==> src/design/sobel_pkg.sv <==
`default_nettype none
package sobel_pkg;

    localparam int GRAY_W             = 8;
    localparam int ROW_W              = 12;
    localparam int OUT_COL_W          = 12;
    localparam int CFG_DATA_W         = 13;
    localparam int CFG_INDEX_W        = 4;
    localparam int ROW_LIMIT          = 4096;
    localparam int DEFAULT_MAX_WIDTH  = 4096;
    localparam int DEFAULT_QUEUE_DEPTH = 4;
    localparam int RESET_FRAME_WIDTH  = 640;
    localparam int RESET_FRAME_HEIGHT = 480;
    localparam logic [GRAY_W-1:0] SAT_VALUE = 8'd255;

    localparam logic [CFG_INDEX_W-1:0] REG_FRAME_WIDTH  = 4'd0;
    localparam logic [CFG_INDEX_W-1:0] REG_FRAME_HEIGHT = 4'd1;

    // one classified pixel handed from front to back (column travels beside it)
    typedef struct packed {
        logic [GRAY_W-1:0] up;
        logic [GRAY_W-1:0] mid;
        logic [GRAY_W-1:0] gray;
        logic [ROW_W-1:0]  row;
        logic              col_last;
        logic              row_last;
    } item_t;

endpackage
`default_nettype wire

==> src/design/sobel_queue.sv <==
`default_nettype none
module sobel_queue import sobel_pkg::*; #(
    parameter int DATA_W = 8,
    parameter int DEPTH  = DEFAULT_QUEUE_DEPTH
) (
    input  wire logic              aclk,
    input  wire logic              aresetn,
    input  wire logic              in_valid,
    output logic                   in_ready,
    input  wire logic [DATA_W-1:0] in_data,
    output logic                   out_valid,
    input  wire logic              out_ready,
    output logic [DATA_W-1:0]      out_data
);

    localparam int PTR_W = (DEPTH > 1) ? $clog2(DEPTH) : 1;
    localparam int CNT_W = $clog2(DEPTH + 1);
    localparam logic [PTR_W-1:0] LAST_PTR = PTR_W'(DEPTH - 1);
    localparam logic [CNT_W-1:0] FULL_CNT = CNT_W'(DEPTH);

    logic [DATA_W-1:0] slot_reg [DEPTH];
    logic [PTR_W-1:0]  wr_ptr_reg;
    logic [PTR_W-1:0]  rd_ptr_reg;
    logic [CNT_W-1:0]  count_reg;
    logic              push;
    logic              pop;

    assign in_ready  = (count_reg != FULL_CNT);
    assign out_valid = (count_reg != '0);
    assign out_data  = slot_reg[rd_ptr_reg];
    assign push      = in_valid && in_ready;
    assign pop       = out_valid && out_ready;

    always_ff @(posedge aclk) begin
        if (!aresetn) begin
            wr_ptr_reg <= '0;
            rd_ptr_reg <= '0;
            count_reg  <= '0;
        end else begin
            if (push) begin
                wr_ptr_reg <= (wr_ptr_reg == LAST_PTR) ? '0 : wr_ptr_reg + 1'b1;
            end
            if (pop) begin
                rd_ptr_reg <= (rd_ptr_reg == LAST_PTR) ? '0 : rd_ptr_reg + 1'b1;
            end
            if (push && !pop) begin
                count_reg <= count_reg + 1'b1;
            end else if (pop && !push) begin
                count_reg <= count_reg - 1'b1;
            end
        end
    end

    always_ff @(posedge aclk) begin
        if (push) begin
            slot_reg[wr_ptr_reg] <= in_data;
        end
    end

endmodule
`default_nettype wire

==> config.mk <==
export PLATFORM = sky130hd
export DESIGN_NAME = sobel_queue
export DESIGN_NICKNAME = d
export VERILOG_FILES = /design/src/design/sobel_pkg.sv /design/src/design/sobel_queue.sv
export SDC_FILE = /design/constraint.sdc
export NUM_CORES = 1
export LEC_CHECK = 0
export ABC_CLOCK_PERIOD_IN_PS = 2700
export BUFFER_PORTS_ARGS = -buffer_cell sky130_fd_sc_hd__buf_2
export CAP_MARGIN = 20
export CORE_MARGIN = 10
export CORE_UTILIZATION = 30
export DETAILED_ROUTE_END_ITERATION = 16
export GPL_ROUTABILITY_DRIVEN = 0
export SKIP_LAST_GASP = 1
export SLEW_MARGIN = 20
export SYNTH_ARGS = -nofsm -noshare
export SYNTH_HDL_FRONTEND = slang
export SYNTH_SLANG_ARGS = --single-unit
export TNS_END_PERCENT = 5
==> constraint.sdc <==
create_clock -name aclk -period 2.7 [get_ports aclk]
set_clock_uncertainty 0.05 [all_clocks]
set_input_delay 0.135 -clock aclk [delete_from_list [all_inputs] [get_ports aclk]]
set_output_delay 0.135 -clock aclk [all_outputs]
set_load 0.01 [all_outputs]
# Yosys cells after proc, flatten, opt, wreduce, memory -nomap -nowiden

Memory sizes are Yosys's and may differ from the RTL's. A register that Yosys moved wholly into a read port is not among the register bits.
Index checks and enable logic that the tools add are counted.

Register bits: 7
Bits of input ports: 12
Word-level logic and storage cells: 27
Output and inout bits: 10
Memory bits (writable): 32
Memories kept: 1

Memories:

| name     | depth | bits a word | rd ports | clocked after memory_dff | write ports | line              | source |
|---|---|---|---|---|---|---|---|
| slot_reg | 4     | 8           | 1        | 1                        | 1           | sobel_queue.sv:21 | `logic [DATA_W-1:0] slot_reg [DEPTH];` |

Multiplexer cells: 8
Reduce and logical (&&, ||, !) cells: 8
Add/subtract/negate cells: 4
Equal/unequal tests: 3

Operators with widths:

| cell                | count |
|---|---|
| $mux 2              | 4 |
| $mux 3              | 2 |
| $add 2x1->2 const B | 2 |
| $eq 2x2->1 const B  | 2 |
| $logic_and 1x1->1   | 4 |
| $add 3x1->3 const B | 1 |
| $ne 3x3->1 const B  | 1 |
| $reduce_bool 3->1   | 1 |
| $sub 3x1->3 const B | 1 |
| $logic_not 1->1     | 2 |
| $mux 1              | 2 |
| $reduce_bool 2->1   | 1 |

# Depth between registers and ports, before layout

Gate-level depths: netlist of the first run.

Depth after elaboration: 6
Gate-level depth with buffers: 9
Mapped depth without buffers: 8

# Worst setup path before layout of the first run

No wires, ideal clock.

Kind: register to register
Start point: reg count_reg[0]
End point: reg count_reg[2]
Setup slack: 0.465 ns
Data arrival time: 2.109 ns
Clock period less this slack: 2.235 ns
Stages on the path, launching flop included: 8
Path buffers: 0
Cell sequence: dfxtp_1 > o31ai_1 > ha_1 > inv_1 > fa_1 > xor2_1 > or3_2 > a21boi_0

Word-level cells in the longest chain between the ends: 5

RTL lines:

| element                                                             | line              | source |
|---|---|---|
| start: declaration                                                  | sobel_queue.sv:24 | `logic [CNT_W-1:0] count_reg;` |
| start signal: assignment                                            | sobel_queue.sv:47 | `count_reg <= count_reg + 1'b1;` |
| start signal: assignment                                            | sobel_queue.sv:49 | `count_reg <= count_reg - 1'b1;` |
| parallel branches: the longest is 5 deep, another holds $sub 3x1->3 | n/a               |  |

Parallel ways; which one is timed is not known. The select of a mux whose other input is x is not followed.
A chain may end at the register's enable or synchronous reset.

# Worst setup path after layout of the first run

Start point: reg count_reg[0]
End point: reg count_reg[2]

Word-level cells in the longest chain between the ends: 5

RTL lines:

| element                            | line              | source |
|---|---|---|
| $ne 3x3->1 (*)                     | sobel_queue.sv:28 | `assign in_ready = (count_reg != FULL_CNT);` |
| $logic_and 1x1->1 (*)              | sobel_queue.sv:31 | `assign push = in_valid && in_ready;` |
| via push                           | sobel_queue.sv:25 | `logic push;` |
| $logic_not 1->1                    | sobel_queue.sv:48 | `end else if (pop && !push) begin` |
| $logic_and 1x1->1                  | sobel_queue.sv:48 |  |
| $reduce_bool 2->1 (no source line) | n/a               |  |

Mark *: on every way through the listed nets, which the timed path passes. The rest lies on a longest branch. The select of a mux whose other input is x is not followed.

==> qor.csv, run 1 <==
stage,metric,value,unit
clock_network,H-tree depth,2,
clock_network,CTS tree,done,
layout,register area,0.00114,mm^2
pwr,clock power share,0.299,
placed_design,Placement Cell Area,0.00182,mm^2
synth,Syn Area/Cell,17.6,um^2
floorplan,CORE AREA,0.00520,mm^2
synth,cells after synthesis,93,
synth,Syn. warnings,0,
synth,Yosys reg bits,41,
grt,initial antenna violation count,0,
synth,top_reg_cell synth,edfxtp_1,
synth,Syn Std Cell Area,0.00164,mm^2
floorplan,Die Area,0.00880,mm^2
setup_path,Crit Path Class,flop to flop,
setup_path,CP max-delay cell,dfxtp_1,
clock_network,"Clk Latency, worst-skew pair",0.29,ns
routing,DRC viols,0,
timing,setup TNS,0,ns
setup_path,Setup crit start kind,flop,
floorplan,num ports,22,
floorplan,Starting Density,0.314,
routing,number of routed nets with antenna violations,0,
pwr,Static Leakage,0.716,nW
routing,via count,873,
pwr,Comb power frac,0.249,
clock_network,CTS root buffer,clkbuf_8,
setup_path,CP Max Fanout,7,
setup_path,cells along the critical path,"or3b_1, and2_4, ha_1, inv_1, fa_1, xor2_1, or3_2, a21boi_0",
setup_path,CP Data Required Time,2.86,ns
synth,"top cells by area, synth","edfxtp_1, dfxtp_1, mux4_2",
synth,register area share after synthesis,0.698,
routing,Via density,4.57,
layout,Final Net Count,139,
placed_design,placed insts,181,
layout,Fillers,508,
pwr,net load switching power,0.000514,W
timing,setup repair after global routing missed its margin,false,
layout,area of the multi-input gates,465,um^2
timing,Final Hold Fails,0,
clock_network,post-CTS sizing,0,
setup_path,CP Capture Type,flop,
grt,GRT Total Usage,0.0721,
timing,Tmin final,2.34,ns
layout,"Design Area, Final",0.00197,mm^2
grt,first-pass GRT wire length,4740,um
routing,DR iter-0 viols,32,
grt,largest net degree at the start of global routing,14,
synth,largest area contributor in the netlist,edfxtp_1,
clock_network,Num CTS Buffers,5,
routing,WL per Instance,15.4,um
clock_network,Longest Clk Path Bufs,2,
layout,non-filler cells in the finished layout,191,
placed_design,post-DP HPWL,2100,um
pwr,pwr dens,967,mW/mm^2
pwr,Switching Fraction,0.269,
timing,final setup fails,0,
floorplan,Die Wd,93.8,um
setup_path,CP max stage delay,0.43,ns
synth,"FFs w/ async S/R, synth",0,
timing,Max Freq,428,MHz
layout,ant diodes,0,
synth,Synth cell types,26,
pwr,Seq pwr share,0.452,
timing,Worst slew margin,0.618,
layout,layout cells sized above 1,0.372,
hold_path,worst min-delay path class,input port to flop,
timing,Final Max Slew Viols,0,
layout,max reg flops,32,
clock_network,clock slew at reported path FFs,0.08,ns
pwr,total power,0.00191,W
layout,Area growth syn-to-layout,20.6,%
pwr,maximum VDD drop,604,uV
timing,Final period util,0.866,
run,maxcap violations,0,
placed_design,Port-buffer cells,21,
synth,Mapped Nets,112,
status,run status,finished clean,
floorplan,# rows,26,
timing,Hold Slack,0.0130,ns
synth,Post-synth EDFFs,32,
routing,Detailed Routing Iterations Pass 1,3,
pwr,Pint,0.00139,W
routing,final wirelength,2930,um
grt,global route overflow,0,
setup_path,Critical Path AT,2.50,ns
synth,top cell type's share of synthesized area,0.588,
floorplan,die height,93.8,um
grt,vias in the first global route,964,
clock_network,# clock sinks,41,
timing,Worst Tran Pin Value,0.572,ns
[area by class of cell]
cell class                      instances  share of cell area
Sequential cell                        41               0.579
Multi-Input combinational cell         45               0.236
Timing Repair Buffer                   24              0.0673
Tap cell                               70              0.0444
Clock buffer                            5              0.0349
Clock inverter                          3              0.0330
Inverter                                3             0.00571
[power by group through the flow]
stage               sequential, W  clock (W)  combinational (W)
floorplan                0.000830          0           0.000357
global placement         0.000870          0           0.000456
detailed placement       0.000881          0           0.000480
CTS                      0.000865   0.000585           0.000487
global route             0.000879   0.000616           0.000536
finish                   0.000861   0.000571           0.000475
[metal layers]
metal  GRT usage  part of all wire  vias up
met5           0                 0        -
met4      0.0228            0.0072        0
met3      0.0432             0.074        4
met2       0.115              0.50       21
met1      0.0781              0.42      441
li1            -                 -      407
[worst paths after layout]
| check | cells after the start | slack, ns | end | startpoint |
|---|---|---|---|---|
| setup / recovery | 8 | 0.36 | count_reg[2] | count_reg[0] |
| hold / removal | 1 | 0.01 | slot_reg[2][6] | in_data[6] |
| hold reg to reg | 2 | 0.46 | wr_ptr_reg[1] | wr_ptr_reg[1] |
| setup reg to reg | 8 | 0.36 | count_reg[2] | count_reg[0] |
[synth_stat cells, types with 2 or more instances]
cell	n
edfxtp_1	32
mux4_2	8
nand3_1	2
mux2i_1	2
and3_2	4
dfxtp_1	9
nand2_1	5
nor2_1	2
or3_2	2
o21ai_0	4
inv_1	3
ha_1	6
[critical path, delay by kind of cell, from the launching register on]
family                     cells  cell delay [ns]
xor gates and xnor gates       1             0.17
DFF                            1             0.43
and+or+nand+nor                3             0.84
AOI/OAI and AO/OA              1             0.17
buffers and inverters          1             0.06
adders and majority gates      2             0.55
[kinds of logic after synthesis]
logic type | count (synthesis) | share of synthesized area
flops | 41 | 0.698
compound gates | 6 | 0.0214
xor+xnor | 2 | 0.0107
simple gates | 20 | 0.0719
fa+ha+maj | 7 | 0.0581
mux | 10 | 0.122
buf+inv | 7 | 0.0176
[timing repair]
action,4_1_cts,5_1_grt
hold buffers,0,2
buffers inserted,0,0
endpoints found under the hold margin,0,8
[layout by cell type, fill, tap and decap left out, drive strengths merged, types with 3 or more instances in the layout]
cell type,instances
o21ai,4
clkbuf,5
and3,4
nand2,5
mux4,8
ha,6
inv,3
dfxtp,9
edfxtp,32
buf,22
[stage by stage]
stage | utilization | worst slack [ns]
after floorplan | - | 0.465
after global routing | 0.379 | 0.185
after CTS | 0.375 | 0.343
after detailed placement | 0.349 | 0.376
final | 0.379 | 0.362
after global placement | 0.349 | 0.495
(Power assumes the default switching activity.)
==> run 2, diff against run 1 <==
--- a/config.mk
+++ b/config.mk
@@ -5,7 +5,7 @@
 export SDC_FILE = /design/constraint.sdc
 export NUM_CORES = 1
 export LEC_CHECK = 0
-export ABC_CLOCK_PERIOD_IN_PS = 2700
+export ABC_CLOCK_PERIOD_IN_PS = 1900
 export BUFFER_PORTS_ARGS = -buffer_cell sky130_fd_sc_hd__buf_2
 export CAP_MARGIN = 20
 export CORE_MARGIN = 10
==> constraint.sdc (replaced) <==
create_clock -name aclk -period 1.9 [get_ports aclk]
set_clock_uncertainty 0.05 [all_clocks]
set_input_delay 0.095 -clock aclk [delete_from_list [all_inputs] [get_ports aclk]]
set_output_delay 0.095 -clock aclk [all_outputs]
set_load 0.01 [all_outputs]
==> run 2 against run 1 <==
The flow now finishes with violations (setup timing). Clock-buffer cell count up 1. Die area unchanged. Register-to-register slack got worse by 0.47 ns. Cell count grew 7.3%. Routed wire length grew 4.6%. Sequential power increased by 41%.
==> qor.csv, run 2 (synthesis gave the netlist of run 1 again) <==
stage,metric,value,unit,change
layout,Final Net Count,153,,was 139
clock_network,Num CTS Buffers,5,,unchanged
placed_design,post-DP HPWL,2080,um,was 2100 um
grt,largest net degree at the start of global routing,14,,unchanged
status,violated checks,setup timing,,
layout,layout cells sized above 1,0.444,,was 0.372
clock_network,# clock sinks,41,,unchanged
routing,Detailed Routing Iterations Pass 1,4,,was 3
timing,setup TNS,-0.121,ns,was 0 ns
clock_network,H-tree depth,2,,unchanged
layout,"most common cell after layout, fill and taps aside",edfxtp_1,,unchanged
routing,final wirelength,3070,um,was 2930 um
floorplan,Starting Density,0.314,,unchanged
timing,Final period util,1.06,,was 0.866
floorplan,Die Area,0.00880,mm^2,unchanged
floorplan,# rows,26,,unchanged
run,maxcap violations,0,,unchanged
layout,"Design Area, Final",0.00211,mm^2,was 0.00197 mm^2
routing,WL per Instance,15.0,um,was 15.4 um
setup_path,Setup crit start kind,flop,,unchanged
layout,Area growth syn-to-layout,29.0,%,was 20.6%
grt,first-pass GRT wire length,4940,um,was 4740 um
clock_network,CTS tree,done,,unchanged
pwr,total power,0.00278,W,was 0.00191 W
grt,global route overflow,0,,unchanged
routing,via count,916,,was 873
timing,Worst slew margin,0.719,,was 0.618
grt,vias in the first global route,1033,,was 964
floorplan,Die Wd,93.8,um,unchanged
pwr,Static Leakage,0.772,nW,was 0.716 nW
timing,Final WS setup,-0.107,ns,was 0.362 ns
floorplan,CORE AREA,0.00520,mm^2,unchanged
layout,non-filler cells in the finished layout,205,,was 191
timing,Final Hold Fails,0,,unchanged
timing,setup repair after global routing missed its margin,true,,was false
timing,Tmin final,2.01,ns,was 2.34 ns
clock_network,clock slew at reported path FFs,0.07,ns,was 0.08 ns
clock_network,"Clk Latency, worst-skew pair",0.28,ns,was 0.29 ns
layout,most used cells in the layout excluding fill and tap cells,"edfxtp_1, buf_2, buf_4",,"was edfxtp_1, buf_2, dfxtp_1"
status,run status,"finished, violations left",,was finished clean
placed_design,Port-buffer cells,21,,unchanged
timing,Worst Tran Pin Value,0.421,ns,was 0.572 ns
layout,ant diodes,0,,unchanged
routing,number of routed nets with antenna violations,0,,unchanged
setup_path,CP Max Fanout,3,,was 7
routing,DR iter-0 viols,28,,was 32
timing,Max Freq,498,MHz,was 428 MHz
pwr,maximum VDD drop,823,uV,was 604 uV
setup_path,Crit Path Class,flop to flop,,unchanged
floorplan,num ports,22,,unchanged
hold_path,worst min-delay path class,input port to flop,,unchanged
placed_design,Placement Cell Area,0.00189,mm^2,was 0.00182 mm^2
setup_path,CP Capture Type,flop,,unchanged
placed_design,placed insts,186,,was 181
timing,Final Max Slew Viols,0,,unchanged
layout,max reg flops,32,,unchanged
routing,Via density,4.47,,was 4.57
clock_network,CTS root buffer,clkbuf_8,,unchanged
floorplan,die height,93.8,um,unchanged
clock_network,Longest Clk Path Bufs,2,,unchanged
grt,GRT Total Usage,0.0737,,was 0.0721
placed_design,pre-CTS WS,-0.132,ns,was 0.376 ns
setup_path,Critical Path AT,2.17,ns,was 2.50 ns
routing,DRC viols,0,,unchanged
pwr,pwr dens,1320,mW/mm^2,was 967 mW/mm^2
setup_path,CP Data Required Time,2.06,ns,was 2.86 ns
grt,initial antenna violation count,0,,unchanged
timing,final setup fails,2,,was 0
[run 2: cell count changes in the layout (fill, tap and decap cells not counted), sizes merged]
cell	previous run	this run
clkbuf	5	6
bufinv	2	1
dlygate4sd3	2	8
buf	22	30
[run 2: worst max-delay path, stage by stage, from the launching register on]
cell      delay [ns]
dfxtp_4         0.36
or3b_4          0.23
and2_4          0.15
ha_4            0.14
inv_2           0.03
fa_2            0.33
xor2_1          0.16
or3_4           0.32
a21boi_1        0.14
[run 2: final cells by class]
class,count,area (um^2)
multi-input cells,45,500
repair buffers,38,253
clock inverters,2,35.0
inverters,3,11.3
well taps,70,87.6
fillers,488,3100
flip-flops and latches,41,1150
clock buffers,6,72.6
[run 2: routing by layer]
metal,vias up,GRT usage,part of all wire
li1,434,-,-
met1,453,0.0751,0.40
met2,23,0.130,0.51
met3,6,0.0336,0.074
met4,0,0.0266,0.018
met5,-,0,0
[run 2: what timing repair did]
action,CTS,global route
hold endpoints to repair,30,0
buffers inserted,3,0
hold buffers,8,0
setup endpoints to repair,2,2
pin swaps,3,0
gates cloned,0,0
gates resized for setup,3,0
[run 2: per-stage QoR]
stage / utilization / hold slack, ns
5_1_grt: 0.405 / 0.108
3_3_place_gp: 0.362 / 0.259
2_1_floorplan: - / 0.144
3_5_place_dp: 0.362 / 0.262
6_report: 0.405 / 0.0908
4_1_cts: 0.405 / 0.0821
[run 2: power breakdown]
group          switching (W)  internal, W  total, W
logic               0.000406     0.000496  0.000903
clock network       0.000278     0.000390  0.000668
registers          0.0000901      0.00112   0.00121
[run 2: final timing paths]
| path | from | endpoint | slack (ns) | cells after the start |
|---|---|---|---|---|
| max | count_reg[2] | count_reg[2] | -0.11 | 8 |
| min | in_valid | wr_ptr_reg[0] | 0.09 | 3 |
| max reg2reg | count_reg[2] | count_reg[2] | -0.11 | 8 |
| min reg2reg | wr_ptr_reg[1] | wr_ptr_reg[1] | 0.47 | 2 |
