File: config.mk
export PLATFORM = sky130hd
export DESIGN_NAME = sobel_back
export DESIGN_NICKNAME = d
export VERILOG_FILES = /design/src/design/sobel_pkg.sv /design/src/design/sobel_back.sv
export SDC_FILE = /design/constraint.sdc
export NUM_CORES = 1
export LEC_CHECK = 0
export BUFFER_PORTS_ARGS = -buffer_cell sky130_fd_sc_hd__buf_4
export CAP_MARGIN = 0
export CORE_ASPECT_RATIO = 0.8
export CORE_MARGIN = 5
export CORE_UTILIZATION = 63
export DETAILED_ROUTE_END_ITERATION = 6
export GPL_TIMING_DRIVEN = 0
export PLACE_DENSITY_LB_ADDON = 0.3
export SLEW_MARGIN = 0
export SYNTH_ARGS = -nofsm -noshare
export SYNTH_HDL_FRONTEND = slang
export SYNTH_SLANG_ARGS = --single-unit
File: constraint.sdc
create_clock -name aclk -period 7.1 [get_ports aclk]
set_input_delay 1.065 -clock aclk [delete_from_list [all_inputs] [get_ports aclk]]
set_output_delay 1.065 -clock aclk [all_outputs]
set_load 0.005 [all_outputs]
File: src/design/sobel_pkg.sv
`default_nettype none
package sobel_pkg;

    localparam int GRAY_W             = 8;
    localparam int ROW_W              = 12;
    localparam int OUT_COL_W          = 12;
    localparam int CFG_DATA_W         = 13;
    localparam int CFG_INDEX_W        = 4;
    localparam int ROW_LIMIT          = 4096;
    localparam int DEFAULT_MAX_WIDTH  = 4096;
    localparam int DEFAULT_QUEUE_DEPTH = 4;
    localparam int RESET_FRAME_WIDTH  = 640;
    localparam int RESET_FRAME_HEIGHT = 480;
    localparam logic [GRAY_W-1:0] SAT_VALUE = 8'd255;

    localparam logic [CFG_INDEX_W-1:0] REG_FRAME_WIDTH  = 4'd0;
    localparam logic [CFG_INDEX_W-1:0] REG_FRAME_HEIGHT = 4'd1;

    // one classified pixel handed from front to back (column travels beside it)
    typedef struct packed {
        logic [GRAY_W-1:0] up;
        logic [GRAY_W-1:0] mid;
        logic [GRAY_W-1:0] gray;
        logic [ROW_W-1:0]  row;
        logic              col_last;
        logic              row_last;
    } item_t;

endpackage
`default_nettype wire

File: src/design/sobel_back.sv
`default_nettype none
module sobel_back import sobel_pkg::*; #(
    parameter int MAX_WIDTH = DEFAULT_MAX_WIDTH,
    parameter int COL_W     = $clog2(MAX_WIDTH)
) (
    input  wire logic              aclk,
    input  wire logic              aresetn,
    input  wire logic              win_clear,
    input  wire logic              q_valid,
    output logic                   q_ready,
    input  wire item_t             q_item,
    input  wire logic [COL_W-1:0]  q_col,
    output logic                   m_valid,
    input  wire logic              m_ready,
    output logic [GRAY_W-1:0]      m_edge_value,
    output logic [OUT_COL_W-1:0]   m_out_col,
    output logic [ROW_W-1:0]       m_out_row,
    output logic                   m_last_of_run
);

    typedef enum logic [4:0] {
        ST_IDLE = 5'b00001,
        ST_GRAD = 5'b00010,
        ST_SQR  = 5'b00100,
        ST_ROOT = 5'b01000,
        ST_EMIT = 5'b10000
    } state_t;

    state_t            state_reg;
    logic [GRAY_W-1:0] win_reg [9];
    item_t             cur_reg;
    logic [COL_W-1:0]  cur_col_reg;
    logic [2:0]        pend_reg;
    logic              interior_reg;
    logic [9:0]        gx_abs_reg;
    logic [9:0]        gy_abs_reg;
    logic [15:0]       val_reg;
    logic              sat_reg;
    logic [10:0]       rem_reg;
    logic [7:0]        root_reg;
    logic [2:0]        iter_reg;

    logic              m_valid_reg;
    logic [GRAY_W-1:0] m_edge_value_reg;
    logic [OUT_COL_W-1:0] m_out_col_reg;
    logic [ROW_W-1:0]  m_out_row_reg;
    logic              m_last_of_run_reg;

    logic              pop;
    logic              has_first;
    logic              is_interior;
    logic [2:0]        pend_new;
    logic [9:0]        gx_pos;
    logic [9:0]        gx_neg;
    logic [9:0]        gy_pos;
    logic [9:0]        gy_neg;
    logic [20:0]       sq_sum;
    logic [10:0]       rem_shift;
    logic [10:0]       root_test;
    logic              out_free;
    logic              emit;
    logic [2:0]        pend_after;
    logic [GRAY_W-1:0] emit_value;
    logic [COL_W-1:0]  emit_col;
    logic [ROW_W-1:0]  emit_row;

    assign q_ready = (state_reg == ST_IDLE);
    assign pop     = q_valid && q_ready;

    assign has_first   = (q_item.row != '0) && (q_col != '0);
    assign is_interior = has_first && (q_col > COL_W'(1)) && (q_item.row > ROW_W'(1));
    assign pend_new    = {q_item.row_last, (q_item.row != '0) && q_item.col_last, has_first};

    assign gx_pos = {2'd0, win_reg[2]} + {1'b0, win_reg[5], 1'b0} + {2'd0, win_reg[8]};
    assign gx_neg = {2'd0, win_reg[0]} + {1'b0, win_reg[3], 1'b0} + {2'd0, win_reg[6]};
    assign gy_pos = {2'd0, win_reg[0]} + {1'b0, win_reg[1], 1'b0} + {2'd0, win_reg[2]};
    assign gy_neg = {2'd0, win_reg[6]} + {1'b0, win_reg[7], 1'b0} + {2'd0, win_reg[8]};

    assign sq_sum = ({11'd0, gx_abs_reg} * {11'd0, gx_abs_reg})
                  + ({11'd0, gy_abs_reg} * {11'd0, gy_abs_reg});

    assign rem_shift = {rem_reg[8:0], val_reg[15:14]};
    assign root_test = {1'b0, root_reg, 2'b01};

    assign out_free = !m_valid_reg || m_ready;
    assign emit     = (state_reg == ST_EMIT) && out_free;

    always_comb begin
        if (pend_reg[0]) begin
            pend_after = pend_reg & 3'b110;
            emit_col   = cur_col_reg - 1'b1;
            emit_row   = cur_reg.row - 1'b1;
            if (!interior_reg) begin
                emit_value = win_reg[4];
            end else if (sat_reg) begin
                emit_value = SAT_VALUE;
            end else begin
                emit_value = root_reg;
            end
        end else if (pend_reg[1]) begin
            pend_after = pend_reg & 3'b100;
            emit_col   = cur_col_reg;
            emit_row   = cur_reg.row - 1'b1;
            emit_value = cur_reg.mid;
        end else begin
            pend_after = 3'b000;
            emit_col   = cur_col_reg;
            emit_row   = cur_reg.row;
            emit_value = cur_reg.gray;
        end
    end

    always_ff @(posedge aclk) begin
        if (!aresetn) begin
            state_reg   <= ST_IDLE;
            m_valid_reg <= 1'b0;
            pend_reg    <= '0;
            for (int i = 0; i < 9; i++) begin
                win_reg[i] <= '0;
            end
        end else begin
            if (win_clear) begin
                for (int i = 0; i < 9; i++) begin
                    win_reg[i] <= '0;
                end
            end else if (pop) begin
                win_reg[0] <= win_reg[1];
                win_reg[1] <= win_reg[2];
                win_reg[2] <= q_item.up;
                win_reg[3] <= win_reg[4];
                win_reg[4] <= win_reg[5];
                win_reg[5] <= q_item.mid;
                win_reg[6] <= win_reg[7];
                win_reg[7] <= win_reg[8];
                win_reg[8] <= q_item.gray;
            end

            if (emit) begin
                m_valid_reg <= 1'b1;
            end else if (m_ready) begin
                m_valid_reg <= 1'b0;
            end

            case (state_reg)
                ST_IDLE: begin
                    if (pop) begin
                        pend_reg <= pend_new;
                        if (is_interior) begin
                            state_reg <= ST_GRAD;
                        end else if (pend_new != 3'b000) begin
                            state_reg <= ST_EMIT;
                        end
                    end
                end
                ST_GRAD: begin
                    state_reg <= ST_SQR;
                end
                ST_SQR: begin
                    state_reg <= ST_ROOT;
                end
                ST_ROOT: begin
                    if (iter_reg == 3'd7) begin
                        state_reg <= ST_EMIT;
                    end
                end
                ST_EMIT: begin
                    if (emit) begin
                        pend_reg <= pend_after;
                        if (pend_after == 3'b000) begin
                            state_reg <= ST_IDLE;
                        end
                    end
                end
                default: begin
                    state_reg <= ST_IDLE;
                end
            endcase
        end
    end

    always_ff @(posedge aclk) begin
        if (pop) begin
            cur_reg      <= q_item;
            cur_col_reg  <= q_col;
            interior_reg <= is_interior;
        end
        if (state_reg == ST_GRAD) begin
            gx_abs_reg <= (gx_pos >= gx_neg) ? gx_pos - gx_neg : gx_neg - gx_pos;
            gy_abs_reg <= (gy_pos >= gy_neg) ? gy_pos - gy_neg : gy_neg - gy_pos;
        end
        if (state_reg == ST_SQR) begin
            sat_reg  <= (sq_sum[20:16] != '0);
            val_reg  <= sq_sum[15:0];
            rem_reg  <= '0;
            root_reg <= '0;
            iter_reg <= '0;
        end
        // one result bit per cycle, restoring square root
        if (state_reg == ST_ROOT) begin
            if (rem_shift >= root_test) begin
                rem_reg  <= rem_shift - root_test;
                root_reg <= {root_reg[6:0], 1'b1};
            end else begin
                rem_reg  <= rem_shift;
                root_reg <= {root_reg[6:0], 1'b0};
            end
            val_reg  <= {val_reg[13:0], 2'b00};
            iter_reg <= iter_reg + 1'b1;
        end
        if (emit) begin
            m_edge_value_reg  <= emit_value;
            m_out_col_reg     <= OUT_COL_W'(emit_col);
            m_out_row_reg     <= emit_row;
            m_last_of_run_reg <= (pend_after == 3'b000);
        end
    end

    assign m_valid       = m_valid_reg;
    assign m_edge_value  = m_edge_value_reg;
    assign m_out_col     = m_out_col_reg;
    assign m_out_row     = m_out_row_reg;
    assign m_last_of_run = m_last_of_run_reg;

endmodule
`default_nettype wire

Word level (Yosys, flattened, before mapping)
Memories as Yosys holds them, arrays and structs flattened.
Cells that the tools add are included.
{"block": "word_totals", "mem_bits_ro": 0, "latch_bits": 0, "ramBits": 72, "ff_bits": 140, "input_bits": 55, "out_inout_bits": 35, "n_memories": 1}
{"memory": "win_reg", "depth": 9, "width": 8, "read_ports": 9, "rd_clocked_by_memory_dff": 0, "wr": 9, "line": "sobel_back.sv:30", "text": "logic [GRAY_W-1:0] win_reg [9];"}
{"block": "op_classes", "bitwise_logic": 18, "n_lt_le_gt_ge": 5, "addsub": 17, "mul": 2, "n_shift": 0, "div_mod_pow": 0, "mux": 59, "reduce_logical": 18, "n_eq_ne": 11}
{"operator": "8-bit 2-to-1 mux", "n": 24}
{"operator": "10-bit by 8-bit adder with 10-bit output", "n": 4}
{"operator": "8-bit by 9-bit adder with 10-bit output", "n": 4}
{"operator": "10-bit by 10-bit multiplier with 20-bit output", "n": 2}
{"operator": "10-bit subtractor", "n": 4}
{"operator": "12-bit 2-to-1 mux", "n": 3}
{"operator": "16-bit 2-to-1 mux", "n": 2}
{"operator": "5-bit 2-to-1 mux", "n": 6}
{"operator": "9-bit 2-to-1 mux", "n": 3}
{"operator": "5-bit one-hot mux with 5 select lines", "n": 1}
{"operator": "12-bit by 1-bit > comparator with 1-bit output (second input constant)", "n": 2}
{"operator": "12-bit nonzero test", "n": 2}
{"operator": "12-bit by 1-bit subtractor with 12-bit output (second input constant)", "n": 2}
{"operator": "20-bit by 20-bit adder with 21-bit output", "n": 1}
{"operator": "10-bit greater-or-equal comparator", "n": 2}
{"operator": "10-bit 2-to-1 mux", "n": 2}
{"operator": "3-bit 2-to-1 mux", "n": 6}
{"operator": "1-bit OR", "n": 18}
{"operator": "11-bit by 10-bit greater-or-equal comparator with 1-bit output", "n": 1}
{"operator": "1-bit 2-to-1 mux", "n": 11}
{"operator": "9-bit subtractor", "n": 1}
{"operator": "1-bit logical AND", "n": 6}
{"operator": "3-bit one-hot mux with 2 select lines", "n": 1}
{"operator": "2-bit nonzero test", "n": 3}
{"operator": "other kinds (17)", "n": 19}

Longest topological paths before layout
Gate-level depths: netlist (run 1).
{"block": "logic_depth", "word_depth": 7, "ltp_mapped": 24}

Least setup slack after synthesis (run 1)
Ideal clock, no wire load.
{"block": "synth_timing", "path_kind": "register to register", "start": "register gx_abs_reg[2]", "end": "register sat_reg (data pin)", "required_time_ps": 6834, "synth_period_minus_slack_ps": 6316, "path_stages_with_launch": 22, "arrival_ps": 6050, "path_slack_ps": 784, "path_cell_list": "edfxtp_1 > clkbuf_1 > and2_1 > fa_1 > inv_1 > fa_1 > inv_1 > fa_1 > fa_1 > fa_1 > fa_1 > inv_1 > fa_1 > inv_1 > ha_1 > a21oi_1 > o21ai_0 > a21o_1 > a221o_1 > a31oi_1 > xor2_1 > nand4_1"}
{"block": "synth_via", "elab_chain_cells": 3}
{"element": "start: declaration", "line": "sobel_back.sv:35", "text": "logic [9:0] gx_abs_reg;"}
{"element": "start signal: assignment", "line": "sobel_back.sv:188", "text": "gx_abs_reg <= (gx_pos >= gx_neg) ? gx_pos - gx_neg : gx_neg - gx_pos;"}
{"element": "10-bit by 10-bit multiplier with 20-bit output", "line": "sobel_back.sv:79", "text": "assign sq_sum = ({11'd0, gx_abs_reg} * {11'd0, gx_abs_reg})"}
{"element": "20-bit by 20-bit adder with 21-bit output", "line": "sobel_back.sv:80", "text": "+ ({11'd0, gy_abs_reg} * {11'd0, gy_abs_reg});"}
{"element": "5-bit nonzero test", "line": "sobel_back.sv:192", "text": "sat_reg <= (sq_sum[20:16] != '0);"}
{"element": "end signal: assignment", "line": "sobel_back.sv:192"}
{"element": "end: declaration", "line": "sobel_back.sv:38", "text": "logic sat_reg;"}
No other way between the ends.
A chain may end at the register's enable or synchronous reset.

Worst setup path after layout (run 1)
{"block": "layout_timing", "start": "register gx_abs_reg[6]", "end": "register sat_reg (data pin)"}
Same word-level chain as after synthesis.

==> load_flow_metrics.sql, run 1 <==
INSERT INTO impl_metrics (metric_group, metric, value, unit) VALUES
('final_layout', 'post_route_cells_drive_above_1_share', '9.111', '%'),
('final_layout', 'multi_input_combinational_cell_area', '10210', 'um^2'),
('synth', 'synthArstFlopShare', '0', '%'),
('critical_path', 'path_class', 'register to register', ''),
('critical_path', 'max_stage_delay', '0.57', 'ns'),
('global_route', 'grt_antenna_before_repair', '0', ''),
('route', 'drtAntennaViolNets', '0', ''),
('sta', 'fmax', '147.0', 'MHz'),
('sta', 'slew_viol_final', '0', ''),
('power', 'power_leakage', '9.193', 'nW'),
('sta', 'final.hold.worst_slack', '0.5085', 'ns'),
('synth', 'synth_seq_cells', '212', ''),
('final_layout', 'sequential_cell_area', '6256', 'um^2'),
('critical_path', 'worstPathCellList', 'and2_1, fa_1, inv_1, fa_1, inv_1, fa_1, fa_1, fa_1, fa_1, inv_1, fa_1, inv_1, ha_1, and4_1, and2_1, a32oi_2, nand2_1, and4b_1, nor3_2, nand4_1', ''),
('final_layout', 'layout.filler_cells', '1956', ''),
('synth', 'synth-seq-area-share', '35.46', '%'),
('sta', 'timing.final.ws_setup', '0.2951', 'ns'),
('clocking', 'clk-insertion-delay-late', '0.53', 'ns'),
('route', 'drt_drc_violations_left', '0', ''),
('placement', 'placed_cells', '2085', ''),
('route', 'detailedRoute.firstIterationViolations', '829', ''),
('run', 'max_cap_violations', '0', ''),
('synth', 'synth_unique_cells', '66', ''),
('synth', 'netlist_instances', '1629', ''),
('clocking', 'path_clk_slew', '0.06', 'ns'),
('clocking', 'root_buffer', 'sky130_fd_sc_hd__clkbuf_16', ''),
('placement', 'place.detailed.hpwl', '29550', 'um'),
('power', 'vdd_ir_drop_max', '0.0008463', 'V'),
('power', 'power-per-cell-area', '483.8', 'nW/um^2'),
('final_layout', 'antenna_cells_inserted', '0', ''),
('final_layout', 'count_of_non_filler_cells_in_the_finished_layout', '2131', ''),
('synth', 'ys_warn_count', '0', ''),
('clocking', 'ctsHtreeMaxLevel', '1', ''),
('global_route', 'largest_net_degree_at_the_start_of_global_routing', '43', ''),
('hold_path', 'timing.hold.worst.class', 'register to register', ''),
('sta', 'finalCriticalPeriod', '6.805', 'ns'),
('global_route', 'groute.usage.overall', '23.73', '%'),
('status', 'outcome', 'finished clean', ''),
('critical_path', 'crit_slowest_cell', 'sky130_fd_sc_hd__edfxtp_1', ''),
('clocking', 'cts_tree', 'built', ''),
('floorplanning', 'effective_utilization_at_floorplan', '64.32', '%'),
('route', 'drt-wirelength-per-cell', '17.22', 'um'),
('sta', 'max-slew-margin-rel', '33.48', '%'),
('synth', 'syn_nets', '2025', ''),
('route', 'drt_wl_total', '36690', 'um'),
('sta', 'hold_viol', '0', ''),
('placement', 'place.port_buffers', '88', ''),
('synth', 'area_of_the_mapped_netlist', '17640', 'um^2'),
('synth', 'synth_enable_flop_cells', '201', ''),
('placement', 'preCtsSetupSlack', '-0.05902', 'ns'),
('sta', 'grt_setup_unrepaired', 'false', ''),
('placement', 'gpl.final_weighted_congestion', '0.9006', ''),
('critical_path', 'crit_path_frequent_cell', 'sky130_fd_sc_hd__fa_1', ''),
('sta', 'skew_final', '0.03022', 'ns'),
('global_route', 'grt.overflow.total', '0', ''),
('critical_path', 'worstPathMaxFanout', '10', ''),
('sta', 'setup-violations-final', '0', ''),
('route', 'drt_pass1_iterations', '5', ''),
('sta', 'finalCritPeriodShare', '95.84', '%'),
('floorplanning', 'die_width', '197.1', 'um'),
('critical_path', 'cp_data_required_time', '7.31', 'ns'),
('synth', 'synth_flop_cell', 'sky130_fd_sc_hd__edfxtp_1', ''),
('clocking', 'cts_buffers', '22', ''),
('global_route', 'grt_pass1_vias', '12392', ''),
('global_route', 'first_pass_grt_wire_length', '61590', 'um'),
('route', 'vias', '11895', ''),
('final_layout', 'final_core_util', '71.56', '%'),
('floorplanning', 'rows', '54', ''),
('floorplanning', 'die_area', '31470', 'um^2'),
('critical_path', 'critPathLaunchType', 'register', ''),
('final_layout', 'area_growth_syn_to_layout', '11.25', '%'),
('clocking', 'cts_max_path_buffers', '3', ''),
('route', 'drt-vias-per-instance', '5.582', ''),
('critical_path', 'critical_path_arrival', '7.02', 'ns'),
('clocking', 'tritoncts_num_sinks', '212', ''),
('clocking', 'postCtsHoldBufs', '0', ''),
('sta', 'slew_at_the_pin_closest_to_its_max_slew_limit', '0.9954', 'ns'),
('floorplanning', 'design.portCount', '90', ''),
('floorplanning', 'die_height', '159.7', 'um'),
('final_layout', 'largest_register_ff_count', '72', ''),
('floorplanning', 'floorplan.core_area', '27430', 'um^2'),
('critical_path', 'setup.worst_path.end_class', 'register', ''),
('final_layout', 'final_net_count', '2147', ''),
('synth', 'synth.avg_cell_area', '10.83', 'um^2');
-- worst max-delay path, delay by kind of cell (launching register included) --
family | cells | cell delay, ns
buffers and inverters | 4 | 0.23
and+or+nand+nor | 7 | 1.41
DFF | 1 | 0.57
adders and majority gates | 8 | 4.02
AOI/OAI and AO/OA | 1 | 0.25
-- area by class of cell --
class | instances | area share (%)
Inverter | 283 | 5.411
Clock buffer | 33 | 3.117
Tap cell | 364 | 2.320
Multi-Input combinational cell | 1094 | 52.00
Buffer | 35 | 0.7776
Sequential cell | 212 | 31.87
Clock inverter | 7 | 0.3442
Timing Repair Buffer | 103 | 4.156
-- layer usage --
metal	vias to the layer above	GRT usage, %	routed length, um
met5	-	0	0
met4	0	4.663	736
met3	65	2.781	1725
met2	313	39.38	17830
met1	5876	34.39	16400
li1	5641	-	-
-- synth_stat cells, drive strengths merged, types with 7 or more instances --
library cell | n | area (um^2)
a21o | 25 | 187.7
a21oi | 63 | 315.3
and2 | 122 | 763.2
clkbuf | 35 | 131.4
dfxtp | 11 | 220.2
edfxtp | 201 | 6036
fa | 166 | 3323
ha | 175 | 2190
inv | 283 | 1062
mux2i | 34 | 340.3
nand2 | 93 | 349.1
nand2b | 13 | 81.33
nand3 | 9 | 45.04
nand4 | 7 | 43.79
nor2 | 72 | 272.8
nor2b | 24 | 150.1
nor3 | 19 | 100.1
nor4 | 11 | 75.07
o21a | 10 | 75.07
o21ai | 74 | 370.4
o21bai | 12 | 90.09
o221ai | 8 | 70.07
xnor2 | 47 | 411.6
xor2 | 42 | 367.9
-- logic make-up (layout without fill, tap and decap cells) --
kind of cell               after synthesis  in the layout  share of synthesized area, %
xor gates and xnor gates                89             89                         4.418
adders and majority gates              342            342                         31.30
DFF                                    212            212                         35.46
and+or+nand+nor                        399            399                         11.94
muxes                                   34             34                         1.929
AOI/OAI and AO/OA                      230            230                         8.049
buffers and inverters                  323            461                         6.907
-- path summary, 6_finish.rpt --
path | startpoint | end | slack (ns) | cells past startpoint
setup / recovery | gx_abs_reg[6] | sat_reg | 0.30 | 20
hold / removal | val_reg[1] | val_reg[1] | 0.51 | 2
setup reg to reg | gx_abs_reg[6] | sat_reg | 0.30 | 20
hold reg to reg | val_reg[1] | val_reg[1] | 0.51 | 2
-- power by group --
group	leakage [nW]	internal [mW]	switching, mW
registers	2.16	1.50	0.0681
clock network	0.323	0.604	0.483
logic	6.71	2.95	3.89
total	9.19	5.05	4.45
-- per-stage QoR --
step / cell area (um^2) / power [mW] / setup TNS, ns
3_3_place_gp: 18760 / 7.975 / 0
3_5_place_dp: 18840 / 8.174 / -0.05902
6_report: 19630 / 9.497 / 0
5_1_grt: 19630 / 10.51 / 0
4_1_cts: 19520 / 9.295 / 0
2_1_floorplan: 17640 / 6.723 / 0
-- cells in the final DEF, fill, tap and decap left out, types with 22 or more instances in the layout --
cell type                   instances
sky130_fd_sc_hd__mux2i_1           34
sky130_fd_sc_hd__a21oi_1           62
sky130_fd_sc_hd__a21o_1            25
sky130_fd_sc_hd__nor2_1            70
sky130_fd_sc_hd__inv_1            282
sky130_fd_sc_hd__clkbuf_1          34
sky130_fd_sc_hd__xnor2_1           47
sky130_fd_sc_hd__buf_4            100
sky130_fd_sc_hd__fa_1             166
sky130_fd_sc_hd__nand2_1           92
sky130_fd_sc_hd__o21ai_0           71
sky130_fd_sc_hd__ha_1             175
sky130_fd_sc_hd__xor2_1            42
sky130_fd_sc_hd__and2_1           122
sky130_fd_sc_hd__nor2b_1           24
sky130_fd_sc_hd__clkbuf_16         22
sky130_fd_sc_hd__edfxtp_1         201
-- timing repair --
action,CTS,global route
endpoints found under the setup margin,1,1
pin swaps,0,4
resized for setup,2,19
buffers inserted,0,11
endpoints found under the hold margin,0,0
No activity file was read; power rests on OpenSTA's default activity.
==> run 2, diff against run 1 <==
Settings changed: CTS_BUF_LIST set to sky130_fd_sc_hd__clkbuf_4 sky130_fd_sc_hd__clkbuf_8 sky130_fd_sc_hd__clkbuf_16.
==> run 2 against run 1 <==
Clock skew fell by 0.0050 ns; final cell count is the same; hold slack is essentially flat; critical path depth is the same; combinational power about the same; die area did not move; total power about the same.
==> load_flow_metrics.sql, run 2 (synthesis results as in run 1) <==
INSERT INTO impl_metrics (metric_group, metric, value, unit) VALUES
('critical_path', 'worstPathMaxFanout', '10', ''),
('route', 'drt_drc_violations_left', '0', ''),
('power', 'vdd_ir_drop_max', '0.0008483', 'V'),
('clocking', 'cts_buffers', '22', ''),
('floorplanning', 'rows', '54', ''),
('global_route', 'grt_pass1_vias', '12415', ''),
('placement', 'gpl.final_weighted_congestion', '0.9006', ''),
('critical_path', 'cp_data_required_time', '7.31', 'ns'),
('power', 'power-per-cell-area', '483.3', 'nW/um^2'),
('power', 'power_leakage', '9.224', 'nW'),
('critical_path', 'worstSetupEndpoint', 'sat_reg', ''),
('final_layout', 'final_core_util', '71.68', '%'),
('sta', 'skew_final', '0.02526', 'ns'),
('global_route', 'grt.met2_usage', '39.74', '%'),
('global_route', 'grt_antenna_before_repair', '0', ''),
('placement', 'place.port_buffers', '88', ''),
('clocking', 'clk-insertion-delay-late', '0.53', 'ns'),
('critical_path', 'path_class', 'register to register', ''),
('clocking', 'cts_max_path_buffers', '3', ''),
('critical_path', 'setup.worst_path.end_class', 'register', ''),
('clocking', 'tritoncts_num_sinks', '212', ''),
('global_route', 'grt.busiest_layer', 'met2', ''),
('sta', 'slew_viol_final', '0', ''),
('clocking', 'ctsHtreeMaxLevel', '1', ''),
('sta', 'finalCriticalPeriod', '6.778', 'ns'),
('route', 'drtAntennaViolNets', '0', ''),
('sta', 'max-slew-margin-rel', '33.54', '%'),
('final_layout', 'most-common-layout-cells', 'sky130_fd_sc_hd__inv_1, sky130_fd_sc_hd__edfxtp_1, sky130_fd_sc_hd__ha_1', ''),
('critical_path', 'critical_path_arrival', '6.99', 'ns'),
('final_layout', 'count_of_non_filler_cells_in_the_finished_layout', '2131', ''),
('final_layout', 'antenna_cells_inserted', '0', ''),
('final_layout', 'largest_register_ff_count', '72', ''),
('clocking', 'root_buffer', 'sky130_fd_sc_hd__clkbuf_16', ''),
('sta', 'fmax', '147.5', 'MHz'),
('global_route', 'largest_net_degree_at_the_start_of_global_routing', '43', ''),
('route', 'drt_wl_total', '36750', 'um'),
('floorplanning', 'effective_utilization_at_floorplan', '64.32', '%'),
('final_layout', 'area_growth_syn_to_layout', '11.45', '%'),
('final_layout', 'layout.cells.most_common', 'sky130_fd_sc_hd__inv_1', ''),
('critical_path', 'timing.reg2reg.worst_path_depth', '20', ''),
('critical_path', 'critPathLaunchType', 'register', ''),
('critical_path', 'ff2ff_setup_slack', '0.32', 'ns'),
('critical_path', 'critPathLaunch', 'gx_abs_reg[6]', ''),
('clocking', 'path_clk_slew', '0.06', 'ns'),
('floorplanning', 'die_area', '31470', 'um^2'),
('global_route', 'first_pass_grt_wire_length', '61800', 'um'),
('critical_path', 'crit-reg2reg-launch', 'gx_abs_reg[6]', ''),
('sta', 'setup-violations-final', '0', ''),
('floorplanning', 'die_height', '159.7', 'um'),
('route', 'drt_pass1_iterations', '5', ''),
('floorplanning', 'design.portCount', '90', ''),
('route', 'drt-wirelength-per-cell', '17.25', 'um'),
('route', 'detailedRoute.firstIterationViolations', '862', ''),
('status', 'outcome', 'finished clean', ''),
('route', 'drt-vias-per-instance', '5.567', ''),
('final_layout', 'post_route_cells_drive_above_1_share', '9.621', '%'),
('floorplanning', 'die_width', '197.1', 'um'),
('route', 'vias', '11864', ''),
('global_route', 'gr-usage-met1', '34.41', '%'),
('global_route', 'met3_usage', '2.781', '%'),
('run', 'max_cap_violations', '0', ''),
('global_route', 'groute.usage.overall', '23.84', '%'),
('global_route', 'grt.overflow.total', '0', ''),
('placement', 'placed_cells', '2085', ''),
('sta', 'slew_at_the_pin_closest_to_its_max_slew_limit', '0.9946', 'ns'),
('final_layout', 'layout.filler_cells', '1950', ''),
('clocking', 'cts_tree', 'built', ''),
('sta', 'finalCritPeriodShare', '95.47', '%'),
('sta', 'hold_viol', '0', ''),
('floorplanning', 'floorplan.core_area', '27430', 'um^2'),
('critical_path', 'crit-reg2reg-capture', 'sat_reg', ''),
('hold_path', 'timing.hold.worst.class', 'register to register', ''),
('clocking', 'postCtsHoldBufs', '0', ''),
('placement', 'place.detailed.hpwl', '29550', 'um'),
('final_layout', 'final_net_count', '2147', ''),
('sta', 'grt_setup_unrepaired', 'false', '');
[run 2: repair_timing]
action | CTS | global route
buffers inserted | 0 | 11
setup endpoints to repair | 1 | 1
endpoints found under the hold margin | 0 | 0
pin swaps | 0 | 4
gates resized for setup | 2 | 19
[run 2: how the worst min path moves through the flow]
stage	from	end	slack, ns	cells after the start
after CTS	val_reg[1]	val_reg[1]	0.51	2
final	val_reg[1]	val_reg[1]	0.51	2
after global routing	val_reg[1]	val_reg[1]	0.54	2
after detailed placement	val_reg[1]	val_reg[1]	0.49	2
after floorplan	val_reg[1]	val_reg[1]	0.46	2
after global placement	val_reg[1]	val_reg[1]	0.48	2
[run 2: power by group]
group	switching [mW]	internal, mW
sequential	0.0677	1.50
combinational	3.87	2.94
clock	0.481	0.638
[run 2: metal layers]
| layer | up-vias | wire (um) |
|---|---|---|
| met4 | 0 | 735 |
| li1 | 5646 | - |
| met3 | 63 | 1779 |
| met5 | - | 0 |
| met2 | 313 | 17930 |
| met1 | 5842 | 16310 |
[run 2: final cells by class]
| type | count | area (um^2) | area share, % |
|---|---|---|---|
| Multi-Input combinational cell | 1094 | 10210 | 51.91 |
| Sequential cell | 212 | 6256 | 31.81 |
| Inverter | 283 | 1062 | 5.402 |
| Timing Repair Buffer | 103 | 815.8 | 4.149 |
| Clock buffer | 33 | 645.6 | 3.283 |
| Tap cell | 364 | 455.4 | 2.316 |
| Buffer | 35 | 152.6 | 0.7763 |
| Clock inverter | 7 | 67.56 | 0.3436 |
[run 2: per-stage QoR]
stage / cell area [um^2] / power [mW] / hold slack [ns] / setup WS (ns) / setup TNS (ns)
floorplan: 17640 / 6.723 / 0.4602 / 0.7835 / 0
global placement: 18760 / 7.975 / 0.4799 / 0.07343 / 0
global route: 19660 / 10.55 / 0.5405 / 0.005965 / 0
CTS: 19550 / 9.330 / 0.5083 / 0.01016 / 0
finish: 19660 / 9.503 / 0.5082 / 0.3217 / 0
detailed placement: 18840 / 8.174 / 0.4917 / -0.05902 / -0.05902
[run 2: worst max-delay path: stages, from the launching register on]
cell                       delay (ns)
sky130_fd_sc_hd__edfxtp_1        0.57
sky130_fd_sc_hd__and2_1          0.26
sky130_fd_sc_hd__fa_1            0.57
sky130_fd_sc_hd__inv_1           0.08
sky130_fd_sc_hd__fa_1            0.53
sky130_fd_sc_hd__inv_1           0.05
sky130_fd_sc_hd__fa_1            0.51
sky130_fd_sc_hd__fa_1            0.45
sky130_fd_sc_hd__fa_1            0.52
sky130_fd_sc_hd__fa_1            0.56
sky130_fd_sc_hd__inv_1           0.06
sky130_fd_sc_hd__fa_1            0.53
sky130_fd_sc_hd__inv_1           0.04
sky130_fd_sc_hd__ha_1            0.35
sky130_fd_sc_hd__and4_1          0.26
sky130_fd_sc_hd__and2_1          0.19
sky130_fd_sc_hd__a32oi_2         0.25
sky130_fd_sc_hd__nand2_1         0.16
sky130_fd_sc_hd__and4b_1         0.24
sky130_fd_sc_hd__nor3_2          0.11
sky130_fd_sc_hd__nand4_1         0.18
==> run 3, diff against run 2 <==
Settings changed: ABC_AREA set to 1, CORE_UTILIZATION 63 to 64.
==> run 3 against run 2 <==
The run now ends with DRC left; routed wire length rose by 10%; final area rose by 5.3%; flip-flop and latch count is the same; die area grew 4.2%; synthesized area grew 6.1%; clock skew up 0.0023 ns; maximum frequency grew 2.7%; register-to-register slack gained 0.18 ns; critical path type unchanged; via count increased by 15%; global-route usage rose by 1.1 points; critical path depth increased by 2; hold slack worse by 0.012 ns.
==> load_flow_metrics.sql, run 3 <==
INSERT INTO impl_metrics (metric_group, metric, value, unit) VALUES
('final_layout', 'final_core_util', '71.18', '%'),
('critical_path', 'worstPathCellList', 'clkbuf_1, nand2_1, fa_1, inv_1, ha_1, a21o_1, fa_1, fa_1, fa_1, fa_1, inv_1, fa_1, inv_1, ha_1, nand2_1, inv_1, nand3_1, nand2_1, a21oi_1, or2_2, nand3_1, nand2_1', ''),
('placement', 'placed_cells', '2532', ''),
('final_layout', 'final_net_count', '2576', ''),
('sta', 'max-slew-margin-rel', '10.56', '%'),
('placement', 'place.detailed.hpwl', '32940', 'um'),
('sta', 'hold_viol', '0', ''),
('final_layout', 'area_growth_syn_to_layout', '10.52', '%'),
('critical_path', 'worstPathMaxFanout', '9', ''),
('sta', 'finalCriticalPeriod', '6.598', 'ns'),
('global_route', 'grt_antenna_before_repair', '0', ''),
('sta', 'skew_final', '0.02757', 'ns'),
('clocking', 'cts_max_path_buffers', '3', ''),
('critical_path', 'crit-reg2reg-launch', 'gy_abs_reg[3]', ''),
('clocking', 'root_buffer', 'sky130_fd_sc_hd__clkbuf_16', ''),
('synth', 'synth_seq_cells', '212', ''),
('synth', 'synth.avg_cell_area', '9.077', 'um^2'),
('clocking', 'cts_tree', 'built', ''),
('final_layout', 'antenna_cells_inserted', '0', ''),
('sta', 'slew_viol_final', '0', ''),
('synth', 'post-synth-top-area-fraction', '32.23', '%'),
('synth', 'area_of_the_mapped_netlist', '18730', 'um^2'),
('critical_path', 'critical_path_arrival', '6.86', 'ns'),
('global_route', 'groute.usage.overall', '24.94', '%'),
('clocking', 'postCtsHoldBufs', '0', ''),
('hold_path', 'timing.hold.worst.class', 'register to register', ''),
('synth', 'synth_unique_cells', '45', ''),
('critical_path', 'critPathLaunchType', 'register', ''),
('floorplanning', 'die_width', '201.2', 'um'),
('synth', 'synth_flop_cell', 'sky130_fd_sc_hd__edfxtp_1', ''),
('critical_path', 'crit_path_frequent_cell', 'sky130_fd_sc_hd__fa_1', ''),
('clocking', 'clk-insertion-delay-late', '0.53', 'ns'),
('floorplanning', 'floorplan.core_area', '29080', 'um^2'),
('placement', 'preCtsSetupSlack', '0.5460', 'ns'),
('clocking', 'path_clk_slew', '0.06', 'ns'),
('route', 'vias', '13669', ''),
('synth', 'synth_enable_flop_cells', '201', ''),
('route', 'drt-vias-per-instance', '5.310', ''),
('hold_path', 'holdPathEnd', 'val_reg[0]', ''),
('synth', 'netlist.top_cell.by_area', 'sky130_fd_sc_hd__edfxtp_1', ''),
('sta', 'fmax', '151.6', 'MHz'),
('clocking', 'cts_resized', '0', ''),
('global_route', 'grt_pass1_vias', '13829', ''),
('synth', 'syn_nets', '2459', ''),
('route', 'drt_pass1_iterations', '7', ''),
('route', 'detailedRoute.firstIterationViolations', '1103', ''),
('synth', 'ys_warn_count', '0', ''),
('hold_path', 'worstHoldPathCells', '2', ''),
('route', 'drtAntennaViolNets', '0', ''),
('critical_path', 'ff2ff_setup_slack', '0.50', 'ns'),
('sta', 'setup-violations-final', '0', ''),
('critical_path', 'max_stage_delay', '0.63', 'ns'),
('sta', 'timing.final.ws_setup', '0.5023', 'ns'),
('critical_path', 'cp_data_required_time', '7.36', 'ns'),
('synth', 'netlist_instances', '2063', ''),
('floorplanning', 'design.portCount', '90', ''),
('placement', 'gpl.final_weighted_congestion', '0.9154', ''),
('final_layout', 'post_route_cells_drive_above_1_share', '11.83', '%'),
('hold_path', 'hold_start', 'val_reg[0]', ''),
('global_route', 'grt.overflow.total', '0', ''),
('sta', 'tns', '0', 'ns'),
('final_layout', 'count_of_non_filler_cells_in_the_finished_layout', '2574', ''),
('synth', 'most_frequently_used_cell_type_in_the_post_synthesis_netlist', 'sky130_fd_sc_hd__inv_1', ''),
('floorplanning', 'rows', '56', ''),
('critical_path', 'crit_slowest_cell', 'sky130_fd_sc_hd__fa_1', ''),
('floorplanning', 'effective_utilization_at_floorplan', '64.40', '%'),
('critical_path', 'setup.worst_path.end_class', 'register', ''),
('route', 'drt_wl_total', '40510', 'um'),
('placement', 'place.port_buffers', '88', ''),
('synth', 'synth_commonest_cells', 'sky130_fd_sc_hd__inv_1, sky130_fd_sc_hd__nand2_1, sky130_fd_sc_hd__edfxtp_1, sky130_fd_sc_hd__ha_1, sky130_fd_sc_hd__fa_1', ''),
('critical_path', 'crit-reg2reg-capture', 'val_reg[14]', ''),
('clocking', 'cts_buffers', '23', ''),
('run', 'max_cap_violations', '0', ''),
('clocking', 'postCtsSetupBuffers', '0', ''),
('sta', 'grt_setup_unrepaired', 'false', ''),
('synth', 'synthArstFlopShare', '0', '%'),
('status', 'outcome', 'finished with violations', ''),
('clocking', 'tritoncts_num_sinks', '212', ''),
('final_layout', 'largest_register_ff_count', '72', ''),
('global_route', 'largest_net_degree_at_the_start_of_global_routing', '48', ''),
('final_layout', 'layout.cells.most_common', 'sky130_fd_sc_hd__inv_1', ''),
('final_layout', 'most-common-layout-cells', 'sky130_fd_sc_hd__inv_1, sky130_fd_sc_hd__nand2_1, sky130_fd_sc_hd__edfxtp_1', ''),
('critical_path', 'path_class', 'register to register', ''),
('synth', 'synth-seq-area-share', '33.41', '%'),
('critical_path', 'timing.reg2reg.worst_path_depth', '22', ''),
('floorplanning', 'die_height', '163', 'um'),
('global_route', 'first_pass_grt_wire_length', '66960', 'um'),
('clocking', 'ctsHtreeMaxLevel', '1', ''),
('route', 'drt-wirelength-per-cell', '15.74', 'um'),
('floorplanning', 'die_area', '32800', 'um^2'),
('sta', 'finalCritPeriodShare', '92.93', '%'),
('route', 'drt_drc_violations_left', '3', ''),
('sta', 'slew_at_the_pin_closest_to_its_max_slew_limit', '1.340', 'ns'),
('status', 'violated_checks', 'DRC', ''),
('synth', 'yosys-top-cells-area', 'sky130_fd_sc_hd__edfxtp_1, sky130_fd_sc_hd__fa_1, sky130_fd_sc_hd__ha_1', '');
==> run 3: cell types whose count changed in the layout (fill, tap and decap cells not counted), sizes merged, moves of 25 or more <==
cell,change
nand2,+309
xnor2,-31
nor2,+110
mux2i,-34
inv,+220
a21oi,+25
nand3,+55
and2,-121
==> run 3: cells by family after synthesis <==
kind of cell | Yosys count | share of synthesized area [%]
flops | 212 | 33.41
compound gates | 187 | 5.753
simple gates | 691 | 15.98
xor+xnor | 82 | 3.835
fa+ha+maj | 341 | 29.44
buf+inv | 550 | 11.59
==> run 3: cell type report <==
class / instances / area, um^2
Buffer: 51 / 296.5
Clock buffer: 25 / 590.6
Clock inverter: 17 / 166.4
Fill cell: 2147 / 8381
Inverter: 499 / 1873
Multi-Input combinational cell: 1301 / 10320
Sequential cell: 212 / 6256
Tap cell: 377 / 471.7
Timing Repair Buffer: 92 / 723.2
==> run 3: worst max path at each step <==
stage | startpoint | end | slack (ns) | cells after the start
finish | gy_abs_reg[3] | val_reg[14] | 0.50 | 22
global route | gy_abs_reg[3] | val_reg[14] | 0.18 | 22
CTS | gy_abs_reg[3] | val_reg[14] | 0.52 | 22
detailed placement | gy_abs_reg[3] | val_reg[14] | 0.55 | 22
global placement | gy_abs_reg[3] | val_reg[14] | 0.64 | 22
floorplan | gx_abs_reg[2] | val_reg[9] | 1.29 | 22
==> run 3: through the flow <==
step | area (um^2) | hold slack [ns]
floorplan | 18730 | 0.4554
global placement | 19860 | 0.4669
detailed placement | 19940 | 0.4828
CTS | 20700 | 0.4960
global route | 20700 | 0.5253
finish | 20700 | 0.4963
==> run 3: metal layers <==
| layer | track usage (%) | part of all wire [%] |
|---|---|---|
| met5 | 0 | 0 |
| met4 | 5.683 | 2.2 |
| met3 | 2.867 | 6.1 |
| met2 | 42.57 | 49 |
| met1 | 34.95 | 43 |
==> run 3: worst max-delay path: cells and delay by family, from the launching register on <==
| family | cells | cell delay (ns) |
|---|---|---|
| AND/OR/NAND/NOR | 7 | 0.98 |
| flip-flops | 1 | 0.49 |
| buffers and inverters | 5 | 0.71 |
| AO/OA/AOI/OAI | 2 | 0.29 |
| adder cells (fa/ha/maj) | 8 | 3.86 |
Power of run 3 is not shown: default switching activity piles up to over one toggle a cycle in this logic, so the estimate is an artifact.
